<file path="src/hw/rtl/u8u16_pkg.sv">
// ----------------------------------------------------------------------------
// u8u16_pkg: shared types, constants and decode helpers
// Lead byte classification, code point assembly and surrogate splitting
// for the UTF-8 to UTF-16 transcoder.
// ----------------------------------------------------------------------------
`default_nettype none

package u8u16_pkg;

  localparam int unsigned MaxUnits = 3;

  localparam logic [15:0] ReplUnit   = 16'h0023;  // '#'
  localparam logic [20:0] SuppBase   = 21'h10000;
  localparam logic [15:0] HiSurrBase = 16'hD800;
  localparam logic [5:0]  LoSurrTag  = 6'b110111;  // 0xDC00 >> 10

  localparam logic [7:0] Mask1 = 8'h7f;
  localparam logic [7:0] Mask2 = 8'h1f;
  localparam logic [7:0] Mask3 = 8'h0f;
  localparam logic [7:0] Mask4 = 8'h07;
  localparam logic [7:0] MaskC = 8'h3f;

  // Units caused by one input byte, first unit in units[0].
  typedef struct packed {
    logic [1:0]            count;
    logic [2:0][15:0]      units;
  } u8u16_res_t;

  // Sequence length from the top five bits; zero means invalid lead.
  function automatic logic [2:0] seq_len(input logic [7:0] b);
    logic [2:0] len;
    len = 3'd0;
    if (b[7] == 1'b0) begin
      len = 3'd1;
    end else if (b[7:5] == 3'b110) begin
      len = 3'd2;
    end else if (b[7:4] == 4'b1110) begin
      len = 3'd3;
    end else if (b[7:3] == 5'b11110) begin
      len = 3'd4;
    end
    return len;
  endfunction

  // A lone byte: its value if it is a one-byte sequence, else '#'.
  function automatic logic [15:0] single_unit(input logic [7:0] b);
    return (seq_len(b) == 3'd1) ? {8'h00, b & Mask1} : ReplUnit;
  endfunction

  // Two-byte code point, always below 0x800.
  function automatic logic [15:0] cp2(input logic [7:0] b0, input logic [7:0] b1);
    logic [7:0] m0;
    logic [7:0] m1;
    m0 = b0 & Mask2;
    m1 = b1 & MaskC;
    return {5'b0, m0[4:0], m1[5:0]};
  endfunction

  // Full code point of a sequence of length len (1 to 4).
  function automatic logic [20:0] assemble_cp(input logic [2:0] len,
                                              input logic [7:0] b0,
                                              input logic [7:0] b1,
                                              input logic [7:0] b2,
                                              input logic [7:0] b3);
    logic [20:0] cp;
    logic [7:0]  m0;
    logic [7:0]  m1;
    logic [7:0]  m2;
    logic [7:0]  m3;
    m1 = b1 & MaskC;
    m2 = b2 & MaskC;
    m3 = b3 & MaskC;
    unique case (len)
      3'd2: begin
        m0 = b0 & Mask2;
        cp = {10'b0, m0[4:0], m1[5:0]};
      end
      3'd3: begin
        m0 = b0 & Mask3;
        cp = {5'b0, m0[3:0], m1[5:0], m2[5:0]};
      end
      3'd4: begin
        m0 = b0 & Mask4;
        cp = {m0[2:0], m1[5:0], m2[5:0], m3[5:0]};
      end
      default: begin
        m0 = b0 & Mask1;
        cp = {13'b0, m0};
      end
    endcase
    return cp;
  endfunction

endpackage : u8u16_pkg

`default_nettype wire

</file>
<file path="src/hw/rtl/u8u16_decoder.sv">
// ----------------------------------------------------------------------------
// u8u16_decoder: sequence gathering and code unit decode
// Holds a partial UTF-8 sequence and turns each accepted byte into zero to
// three UTF-16 code units in a single combinational pass.
// ----------------------------------------------------------------------------
`default_nettype none

module u8u16_decoder
  import u8u16_pkg::*;
(
  input  wire logic       clk_i,
  input  wire logic       rst_ni,
  input  wire logic       in_fire_i,
  input  wire logic [7:0] in_byte_i,
  input  wire logic       final_byte_i,
  output u8u16_res_t      res_o
);

  logic [2:0][7:0] held_q;
  logic [1:0]      held_cnt_q;
  logic [2:0]      exp_len_q;

  logic [7:0]  buf0, buf1, buf2;
  logic [2:0]  count;
  logic [2:0]  lead_len;
  logic        decode_now;
  logic [20:0] cp;
  logic [20:0] off;
  logic [15:0] hi_unit;
  logic [1:0]  rest_cnt;
  u8u16_res_t  res;

  // Byte string as seen by this step: held bytes, then the new byte.
  assign buf0     = (held_cnt_q > 2'd0) ? held_q[0] : in_byte_i;
  assign buf1     = (held_cnt_q > 2'd1) ? held_q[1] : in_byte_i;
  assign buf2     = (held_cnt_q > 2'd2) ? held_q[2] : in_byte_i;
  assign count    = {1'b0, held_cnt_q} + 3'd1;
  assign rest_cnt = held_cnt_q;
  assign lead_len = seq_len(buf0);

  assign decode_now = final_byte_i
                    || ((held_cnt_q == 2'd0) && (lead_len <= 3'd1))
                    || ((held_cnt_q != 2'd0) && (count >= exp_len_q));

  assign cp      = assemble_cp(lead_len, buf0, buf1, buf2, in_byte_i);
  assign off     = cp - SuppBase;
  assign hi_unit = HiSurrBase + {5'b0, off[20:10]};

  always_comb begin
    res = '0;
    if (decode_now) begin
      if ((lead_len != 3'd0) && (lead_len <= count)) begin
        // Complete sequence: one unit or a surrogate pair.
        if (cp >= SuppBase) begin
          res.count    = 2'd2;
          res.units[0] = hi_unit;
          res.units[1] = {LoSurrTag, cp[9:0]};
        end else begin
          res.count    = 2'd1;
          res.units[0] = cp[15:0];
        end
      end else begin
        // Bad or cut-short lead: replace it, then decode what follows.
        res.units[0] = ReplUnit;
        if (rest_cnt == 2'd0) begin
          res.count = 2'd1;
        end else if ((rest_cnt == 2'd2) && (seq_len(buf1) == 3'd2)) begin
          res.count    = 2'd2;
          res.units[1] = cp2(buf1, buf2);
        end else if (rest_cnt == 2'd2) begin
          res.count    = 2'd3;
          res.units[1] = single_unit(buf1);
          res.units[2] = single_unit(buf2);
        end else begin
          res.count    = 2'd2;
          res.units[1] = single_unit(buf1);
        end
      end
    end
  end

  assign res_o = res;

  always_ff @(posedge clk_i or negedge rst_ni) begin
    if (!rst_ni) begin
      held_cnt_q <= 2'd0;
      exp_len_q  <= 3'd0;
    end else if (in_fire_i) begin
      if (decode_now) begin
        held_cnt_q <= 2'd0;
        exp_len_q  <= 3'd0;
      end else begin
        held_cnt_q <= held_cnt_q + 2'd1;
        if (held_cnt_q == 2'd0) begin
          exp_len_q <= lead_len;
        end
      end
    end
  end

  // Held bytes carry no reset; only entries below the count are read.
  always_ff @(posedge clk_i) begin
    if (in_fire_i && !decode_now) begin
      unique case (held_cnt_q)
        2'd0:    held_q[0] <= in_byte_i;
        2'd1:    held_q[1] <= in_byte_i;
        2'd2:    held_q[2] <= in_byte_i;
        default: held_q    <= held_q;
      endcase
    end
  end

endmodule : u8u16_decoder

`default_nettype wire

</file>
<file path="src/hw/rtl/u8u16_outbuf.sv">
// ----------------------------------------------------------------------------
// u8u16_outbuf: result register and unit drain
// Holds the units of one input byte and shifts them out one per transfer.
// ----------------------------------------------------------------------------
`default_nettype none

module u8u16_outbuf
  import u8u16_pkg::*;
(
  input  wire logic        clk_i,
  input  wire logic        rst_ni,
  input  wire u8u16_res_t  res_i,
  input  wire logic        load_i,
  output logic             can_load_o,
  output logic             valid_o,
  input  wire logic        ready_i,
  output logic [15:0]      unit_o,
  output logic             last_o
);

  logic [1:0]       cnt_q, cnt_d;
  logic [2:0][15:0] units_q, units_d;
  logic             pop;

  assign valid_o    = (cnt_q != 2'd0);
  assign pop        = valid_o && ready_i;
  // Take a new byte once the buffer drains this cycle.
  assign can_load_o = (cnt_q == 2'd0) || ((cnt_q == 2'd1) && ready_i);
  assign unit_o     = units_q[0];
  assign last_o     = (cnt_q == 2'd1);

  always_comb begin
    cnt_d   = cnt_q;
    units_d = units_q;
    if (load_i) begin
      cnt_d   = res_i.count;
      units_d = res_i.units;
    end else if (pop) begin
      cnt_d   = cnt_q - 2'd1;
      units_d = {16'h0000, units_q[2], units_q[1]};
    end
  end

  always_ff @(posedge clk_i or negedge rst_ni) begin
    if (!rst_ni) begin
      cnt_q <= 2'd0;
    end else begin
      cnt_q <= cnt_d;
    end
  end

  always_ff @(posedge clk_i) begin
    units_q <= units_d;
  end

endmodule : u8u16_outbuf

`default_nettype wire

</file>
<file path="src/hw/rtl/utf8_to_utf16_transcoder.sv">
// ----------------------------------------------------------------------------
// utf8_to_utf16_transcoder: UTF-8 byte stream to UTF-16 unit stream
// Gathers UTF-8 sequences byte by byte and emits UTF-16 code units,
// surrogate pairs above the basic plane and '#' for bad or cut-short leads.
// ----------------------------------------------------------------------------
//
//  channel   direction  tdata                    tlast
//  s_axis    in         [7:0] in_byte            final_byte
//  m_axis    out        [15:0] utf16_unit        run_end
//
//  A byte that yields zero or one unit lets the next byte follow at once,
//  as long as the previous unit leaves in that same cycle.
//  A byte that yields more units (up to three) holds s_axis until its last
//  unit leaves: the result register drains one unit per transfer.
//  Reset clears the held count and the sequence length; no clearing pass.
//  A stall on m_axis holds the current unit and backs up into s_axis.
//
`default_nettype none

module utf8_to_utf16_transcoder
  import u8u16_pkg::*;
(
  input  wire logic        clk_i,
  input  wire logic        rst_ni,
  input  wire logic        s_axis_tvalid_i,
  output logic             s_axis_tready_o,
  input  wire logic [7:0]  s_axis_tdata_i,   // [7:0] in_byte
  input  wire logic        s_axis_tlast_i,   // final_byte
  output logic             m_axis_tvalid_o,
  input  wire logic        m_axis_tready_i,
  output logic [15:0]      m_axis_tdata_o,   // [15:0] utf16_unit
  output logic             m_axis_tlast_o    // run_end
);

  logic       in_fire;
  logic       can_load;
  u8u16_res_t dec_res;

  // Accept a byte whenever the result register is free by the next edge.
  assign s_axis_tready_o = can_load;
  assign in_fire         = s_axis_tvalid_i && can_load;

  // Decode the byte against the held partial sequence.
  u8u16_decoder u_decoder (
    .clk_i        (clk_i),
    .rst_ni       (rst_ni),
    .in_fire_i    (in_fire),
    .in_byte_i    (s_axis_tdata_i),
    .final_byte_i (s_axis_tlast_i),
    .res_o        (dec_res)
  );

  // Register the units and drain them one per transfer; the last unit of
  // each byte carries tlast.
  u8u16_outbuf u_outbuf (
    .clk_i      (clk_i),
    .rst_ni     (rst_ni),
    .res_i      (dec_res),
    .load_i     (in_fire),
    .can_load_o (can_load),
    .valid_o    (m_axis_tvalid_o),
    .ready_i    (m_axis_tready_i),
    .unit_o     (m_axis_tdata_o),
    .last_o     (m_axis_tlast_o)
  );

endmodule : utf8_to_utf16_transcoder

`default_nettype wire

</file>
<file path="config.mk">
export PLATFORM = sky130hd
export DESIGN_NAME = utf8_to_utf16_transcoder
export DESIGN_NICKNAME = d
export VERILOG_FILES = /design/src/hw/rtl/u8u16_pkg.sv /design/src/hw/rtl/u8u16_decoder.sv /design/src/hw/rtl/u8u16_outbuf.sv /design/src/hw/rtl/utf8_to_utf16_transcoder.sv
export SDC_FILE = /design/constraint.sdc
export NUM_CORES = 1
export LEC_CHECK = 0
export BUFFER_PORTS_ARGS = -buffer_cell sky130_fd_sc_hd__buf_4
export CORE_MARGIN = 4
export CORE_UTILIZATION = 40
export CTS_BUF_LIST = sky130_fd_sc_hd__clkbuf_8
export DETAILED_ROUTE_END_ITERATION = 8
export SLEW_MARGIN = 40
export SYNTH_ARGS = -nofsm -noshare
export SYNTH_HDL_FRONTEND = slang
export SYNTH_SLANG_ARGS = --single-unit
export TNS_END_PERCENT = 30
</file>
<file path="constraint.sdc">
create_clock -name clk_i -period 4.2 [get_ports clk_i]
set_input_delay 0.21 -clock clk_i [delete_from_list [all_inputs] [get_ports clk_i]]
set_output_delay 0.21 -clock clk_i [all_outputs]
set_load 0.03 [all_outputs]
</file>
==> Flow_metrics.wiki, run 1 <==
{| class="wikitable"
! Metric !! Value
|-
| Result of the run || completed
|-
| Post-detailed-placement cell area || 0.00473 mm2
|-
| Worst-case setup margin in the final layout || 0.243 ns
|-
| Skew-Pair Late Insertion Delay || 0.36 ns
|-
| Most used flip-flop cell after synthesis || sky130_fd_sc_hd__edfxtp_1
|-
| Clock buffers created by TritonCTS || 9
|-
| Total standard cell area after synthesis || 0.00426 mm2
|-
| First-pass GRT wire length || approximately 20,000 um
|-
| Area delta synth->final || 16.4%
|-
| Count leader, synth || sky130_fd_sc_hd__edfxtp_1
|-
| Fraction of synthesized cell area taken by the top area cell type || 41.6%
|-
| Capturing element type of the critical path || register
|-
| Clock slew seen by the registers of the worst setup and hold paths || about 0.080 ns
|-
| Worst stage delay on the critical path || about 0.44 ns
|-
| Synth area leaders || sky130_fd_sc_hd__edfxtp_1, sky130_fd_sc_hd__mux2i_1, sky130_fd_sc_hd__ha_1, sky130_fd_sc_hd__dfrtp_1, sky130_fd_sc_hd__nand2_1
|-
| Maxcap violations || 0
|-
| Count of state elements after synthesis || between 60 and 70
|-
| Via count of the first global-routing pass || 3,503
|-
| First-pass detailed-route iteration total || 4
|-
| Clock sink count || 66
|-
| Count of flip-flops with a built-in enable after synthesis || 59
|-
| Antenna violations before repair || 0
|-
| Type of origin of the critical path || register
|-
| Worst endpoint required time || between 4 and 5 ns
|-
| Layout Skew || 0.0116 ns
|-
| Ordered cell list for the critical path || inv_1, ha_1, buf_4, nand4bb_1, nand2_1, o21ai_4, clkinv_2, ha_1, nor2b_1, o21ai_0, nand2b_1, a32oi_1, buf_4, nand2_1, or3_1, o211ai_1
|-
| Num rows || 37
|-
| Final Cycle Share || 94.2%
|-
| Arrival time of the worst setup path || 4.14 ns
|-
| Sequential share of the synthesized area || 45.8%
|-
| Cell with the largest stage delay on the worst path || sky130_fd_sc_hd__dfrtp_1
|-
| Slew @ Worst Pin || 0.772 ns
|-
| Final total negative setup slack || 0 ns
|-
| Peak supply drop || 0.252 mV
|-
| Deepest level of the CTS H-tree || 3
|-
| Overall die area || 0.0124 mm2
|-
| Final net count || 478
|-
| Net Count, Synth || 430
|-
| Number of max-slew violations in the final report || 0
|-
| Fmax || 253 MHz
|-
| Leakage dissipation || 1.97 nW
|-
| Type of the tightest min-delay check || in -> reg
|-
| Worst slew margin || 47.1%
|-
| Post-CTS Repair Setup Buffers || 0
|-
| Shortest period the worst path allows || 3.96 ns
|-
| Total power divided by cell area || 610 mW/mm2
|-
| Sequential Area || 0.00195 mm2
|-
| CP max FO || 11
|-
| Worst hold slack || 0.0906 ns
|-
| Setup repair after global routing missed its margin || false
|-
| Largest net degree at the start of global routing || 37
|-
| Count of routing violations after the opening detailed-route iteration || 256
|-
| Combined global-route utilization of all metal layers || between 20% and 30%
|-
| Final antenna diode count || 0
|-
| Chip width || 111 um
|-
| Post-route cell area || 0.00495 mm2
|-
| Routed via count divided by cell count || 5.87
|-
| Vertical die dimension || 111 um
|-
| Hold Violations, Final || 0
|-
| Total gr overflow || 0
|-
| I/O pin total || 32
|-
| Dominant cell type by area after synthesis || sky130_fd_sc_hd__edfxtp_1
|-
| Starting utilization of the core area || 41.2%
|-
| Maximum number of buffers from clock root to sink || 2
|-
| Area of the core || 0.0103 mm2
|-
| Via count || approximately 3,500
|-
| Clock tree from TritonCTS || yes
|-
| Total DRC errors in the routed layout || 0
|-
| Total number of yosys warnings || 0
|-
| Filler cell count || 994
|-
| Synth Instances || about 400
|-
| Wirelength per Cell || ~22 um
|-
| Ratio of cells with drive above 1 in the final layout || around a quarter
|-
| IO Port Bufs || 31
|-
| Total routed wirelength || 12,900 um
|-
| Setup slack at placement || 0.180 ns
|-
| Synth top cells by count || sky130_fd_sc_hd__edfxtp_1, sky130_fd_sc_hd__nand2_1, sky130_fd_sc_hd__a21oi_1, sky130_fd_sc_hd__mux2i_1, sky130_fd_sc_hd__nand3_1
|-
| Area of combinational cells with multiple inputs || 0.00205 mm2
|-
| Cell at the root of the clock tree || sky130_fd_sc_hd__clkbuf_8
|-
| Final weighted congestion in routability-driven placement || 0.924
|-
| Share of async-settable or async-resettable flops after synthesis || 10.6%
|-
| Setup-violating endpoint count in the final report || 0
|-
| Type of the setup path with the least slack || reg -> reg
|-
| Residual antenna-violating net count after detailed routing || 0
|-
| Placed wire-length estimate after detailed placement || 9820 um
|-
| Mean area per synthesized cell || 10.6 um2
|-
| Number of distinct library cells after synthesis || 74
|}
==> cell families (layout without fill, tap and decap cells) <==
family | Yosys count | in the layout | synth area share, %
compound gates | 116 | 116 | 19.2
xor+xnor | 2 | 2 | 0.412
fa+ha+maj | 16 | 16 | 4.70
buf+inv | 46 | 99 | 6.17
flops | 66 | 66 | 45.8
mux | 34 | 34 | 8.35
simple gates | 121 | 121 | 15.4
==> layout by cell type (no fill, tap or decap), drive strengths merged, types with 8 or more instances in the layout <==
cell type / count
a21oi: 26
buf: 65
clkbuf: 9
edfxtp: 59
ha: 16
inv: 16
mux2: 12
mux2i: 22
nand2: 41
nand3: 19
nor2: 15
o211ai: 8
o21ai: 23
o22ai: 15
==> power by group <==
part,switching [W],internal (W)
Clock,0.000256,0.000328
Sequential,0.0000534,0.000938
Combinational,0.000912,0.000532
Total,0.00122,0.00180
==> per-layer routing <==
metal / vias up / GRT usage [%] / part of all wire (%)
li1: 1630 / - / -
met1: 1692 / 28.3 / 45
met2: 122 / 34.9 / 48
met3: 22 / 4.42 / 5.3
met4: 0 / 6.08 / 1.9
met5: - / 0 / 0
==> repair_timing <==
action / CTS / global route
endpoints found under the setup margin: 0 / 10
hold endpoints to repair: 7 / 0
hold buffers: 1 / 0
gates resized for setup: 0 / 1
==> critical path: cells and delay by family, from the launching register on <==
kind                       cells  cell delay, ns
AOI/OAI and AO/OA              4            0.65
adders and majority gates      2            0.76
buffers and inverters          4            0.76
DFF                            1            0.44
and+or+nand+nor                6            1.17
==> registers in the layout (all words and copies together), names as in the netlist <==
name,count
u_decoder.exp_len_q,3
u_decoder.held_cnt_q,2
u_decoder.held_q,24
u_outbuf.cnt_q,2
u_outbuf.unit_o,16
u_outbuf.units_q,19
==> metrics by stage <==
stage                     cells  power, W  util, %
after detailed placement    573   0.00243     45.8
after global placement      573   0.00243     45.8
after floorplan             401   0.00201        -
after CTS                   590   0.00302     47.9
final                       590   0.00302     48.0
after global routing        590   0.00319     48.0
==> cell type report <==
cell class | instances | area share (%)
Clock buffer | 9 | 2.50
Clock inverter | 7 | 1.72
Sequential cell | 66 | 39.3
Multi-Input combinational cell | 289 | 41.4
Inverter | 17 | 1.34
Tap cell | 136 | 3.44
Timing Repair Buffer | 66 | 10.3
==> final timing paths <==
kind                       slack (ns)  cells past startpoint                     from                       to
min in group asynchronous        0.20                      2                   rst_ni  u_decoder.held_cnt_q[0]
max in group asynchronous        3.87                      2                   rst_ni  u_decoder.held_cnt_q[1]
min reg2reg                      0.51                      2     u_outbuf.units_q[22]       u_outbuf.unit_o[6]
min                              0.09                      1        s_axis_tdata_i[7]     u_decoder.held_q[23]
max                              0.24                     16  u_decoder.held_cnt_q[0]       u_outbuf.unit_o[7]
max reg2reg                      0.24                     16  u_decoder.held_cnt_q[0]       u_outbuf.unit_o[7]
(Power assumes the default switching activity.)
==> run 2: changes to the inputs <==
CORE_UTILIZATION = 45   (was 40)
==> Flow_metrics.wiki, run 2 (synthesis gave the netlist of run 1 again) <==
{| class="wikitable"
! Metric !! Value
|-
| Setup repair after global routing missed its margin || false (unchanged)
|-
| Deepest level of the CTS H-tree || 3 (unchanged)
|-
| Cell with the most instances on the worst path || sky130_fd_sc_hd__inv_1
|-
| Combined global-route utilization of all metal layers || 22.7% (was 21.2%)
|-
| Skew-Pair Late Insertion Delay || 0.35 ns (was 0.36 ns)
|-
| IO Port Bufs || 31 (unchanged)
|-
| Via count || 3,475 (was 3,466)
|-
| Area of the core || 0.00924 mm2 (was 0.0103 mm2)
|-
| Clock buffers created by TritonCTS || 9 (unchanged)
|-
| Clock slew seen by the registers of the worst setup and hold paths || 0.07 ns (was 0.08 ns)
|-
| Max FFs per register || 24 (unchanged)
|-
| Num rows || 35 (was 37)
|-
| Type of the tightest min-delay check || in -> reg (unchanged)
|-
| Peak supply drop || 0.246 mV (was 0.252 mV)
|-
| Arrival time of the worst setup path || 4.03 ns (was 4.14 ns)
|-
| Result of the run || completed (unchanged)
|-
| Maximum number of buffers from clock root to sink || 2 (unchanged)
|-
| Area delta synth->final || 15.2% (was 16.4%)
|-
| CP max FO || 16 (was 11)
|-
| Largest reg by FF count || u_decoder.held_q (unchanged)
|-
| Via count of the first global-routing pass || 3,379 (was 3,503)
|-
| Wirelength per Cell || 21.3 um (was 21.9 um)
|-
| Ratio of cells with drive above 1 in the final layout || 23.7% (was 23.8%)
|-
| Worst stage delay on the critical path || 0.44 ns (about the same)
|-
| Residual antenna-violating net count after detailed routing || 0 (unchanged)
|-
| Post-layout total power || 0.00299 W (was 0.00302 W)
|-
| Setup-violating endpoint count in the final report || 0 (unchanged)
|-
| Cell with the largest stage delay on the worst path || sky130_fd_sc_hd__dfrtp_1 (unchanged)
|-
| Final weighted congestion in routability-driven placement || 0.934 (was 0.924)
|-
| Chip width || 105 um (was 111 um)
|-
| Clock tree from TritonCTS || yes (unchanged)
|-
| Core Util, Final || 53.1% (was 48.0%)
|-
| Number of max-slew violations in the final report || 0 (unchanged)
|-
| I/O pin total || 32 (unchanged)
|-
| Routed via count divided by cell count || 6.03 (was 5.87)
|-
| Type of origin of the critical path || register (unchanged)
|-
| Overall die area || 0.0111 mm2 (was 0.0124 mm2)
|-
| Slew @ Worst Pin || 0.613 ns (was 0.772 ns)
|-
| Worst path bufs/invs || 5 (was 4)
|-
| Ordered cell list for the critical path || inv_1, ha_2, buf_4, nand3b_2, o211a_2, nand2_2, inv_2, nand2_1, inv_1, ha_1, o21ai_0, nor4_1, o211ai_1, o41ai_4, buf_12, nor3_1, a221o_1 (was inv_1, ha_1, buf_4, nand4bb_1, nand2_1, o21ai_4, clkinv_2, ha_1, nor2b_1, o21ai_0, nand2b_1, a32oi_1, buf_4, nand2_1, or3_1, o211ai_1)
|-
| Placed Instances || 558 (was 573)
|-
| Fmax || 254 MHz (was 253 MHz)
|-
| Largest net degree at the start of global routing || 37 (unchanged)
|-
| Total power divided by cell area || 609 mW/mm2 (was 610 mW/mm2)
|-
| Worst hold slack || 0.0980 ns (was 0.0906 ns)
|-
| Capturing element type of the critical path || register (unchanged)
|-
| Final net count || 471 (was 478)
|-
| Final antenna diode count || 0 (unchanged)
|-
| Maxcap violations || 0 (unchanged)
|-
| First-pass detailed-route iteration total || 5 (was 4)
|-
| Vertical die dimension || 105 um (was 111 um)
|-
| Count of routing violations after the opening detailed-route iteration || 359 (was 256)
|-
| First-pass GRT wire length || 19,300 um (was 20,100 um)
|-
| Cell Count, Final, Fillers Out || 576 (was 590)
|-
| Total DRC errors in the routed layout || 0 (unchanged)
|-
| Total routed wirelength || 12,300 um (was 12,900 um)
|-
| Final Cycle Share || 93.9% (was 94.2%)
|-
| Leakage dissipation || 1.93 nW (was 1.97 nW)
|-
| Starting utilization of the core area || 46.1% (was 41.2%)
|-
| Commonest non-fill, non-tap cell in the layout || sky130_fd_sc_hd__edfxtp_1 (was sky130_fd_sc_hd__buf_4)
|-
| Worst endpoint required time || 4.29 ns (was 4.39 ns)
|-
| Family with the most delay on the worst path || compound AO/OA/AOI/OAI gates (was simple AND/OR/NAND/NOR gates)
|-
| Hold Violations, Final || 0 (unchanged)
|-
| Placed wire-length estimate after detailed placement || 9260 um (was 9820 um)
|-
| Layout Skew || 0.00911 ns (was 0.0116 ns)
|-
| Antenna violations before repair || 0 (unchanged)
|-
| Highest-count cells in the layout ignoring fill and taps || sky130_fd_sc_hd__edfxtp_1, sky130_fd_sc_hd__buf_4, sky130_fd_sc_hd__nand2_1 (was sky130_fd_sc_hd__buf_4, sky130_fd_sc_hd__edfxtp_1, sky130_fd_sc_hd__nand2_1)
|-
| Worst slew margin || 58.5% (was 47.1%)
|-
| Clock sink count || 66 (unchanged)
|-
| Total gr overflow || 0 (unchanged)
|-
| Cell at the root of the clock tree || sky130_fd_sc_hd__clkbuf_8 (unchanged)
|-
| Final total negative setup slack || 0 ns (unchanged)
|-
| Shortest period the worst path allows || 3.94 ns (was 3.96 ns)
|-
| Type of the setup path with the least slack || reg -> reg (unchanged)
|}
run 2: cell count changes in the layout (fill, tap and decap cells not counted), sizes merged:
cell      previous run  this run
inv                 16        15
buf                 65        58
clkinv               6         5
clkinvlp             0         2
run 2: final timing paths:
path                                    startpoint                      end  slack (ns)  cells after the start
setup / recovery           u_decoder.held_cnt_q[0]       u_outbuf.unit_o[4]        0.26                     17
hold / removal                   s_axis_tdata_i[7]     u_decoder.held_q[15]         0.1                      1
setup reg to reg           u_decoder.held_cnt_q[0]       u_outbuf.unit_o[4]        0.26                     17
hold reg to reg                  u_outbuf.cnt_q[1]        u_outbuf.cnt_q[1]        0.51                      1
max in group asynchronous                   rst_ni        u_outbuf.cnt_q[0]        3.88                      2
min in group asynchronous                   rst_ni  u_decoder.held_cnt_q[0]        0.20                      2
run 2: power breakdown:
part	switching [W]	internal [W]
Sequential	0.0000557	0.000938
Clock	0.000265	0.000333
Combinational	0.000888	0.000508
run 2: cell type report:
cell class / count / area [um2]
inverters: 17 / 66.3
clock inverters: 7 / 93.8
fillers: 847 / 4340
clock buffers: 9 / 124
repair buffers: 59 / 458
multi-input cells: 289 / 2050
well taps: 129 / 161
flip-flops and latches: 66 / 1950
run 2: layer usage:
layer	track usage [%]	wire length, um
met5	0	0
met4	7.03	339
met3	5.02	972
met2	35.9	5710
met1	31.0	5280
run 2: timing repair:
item / 4_1_cts / 5_1_grt
hold buffers: 1 / 0
endpoints found under the setup margin: 0 / 12
endpoints found under the hold margin: 7 / 0
resized for setup: 0 / 2
buffers inserted: 0 / 1
run 2: stage by stage:
step	worst slack (ns)	instance area, um2
detailed placement	0.133	4660
global placement	0.209	4660
global route	0.00613	4900
floorplan	0.186	4260
finish	0.258	4900
CTS	0.115	4890
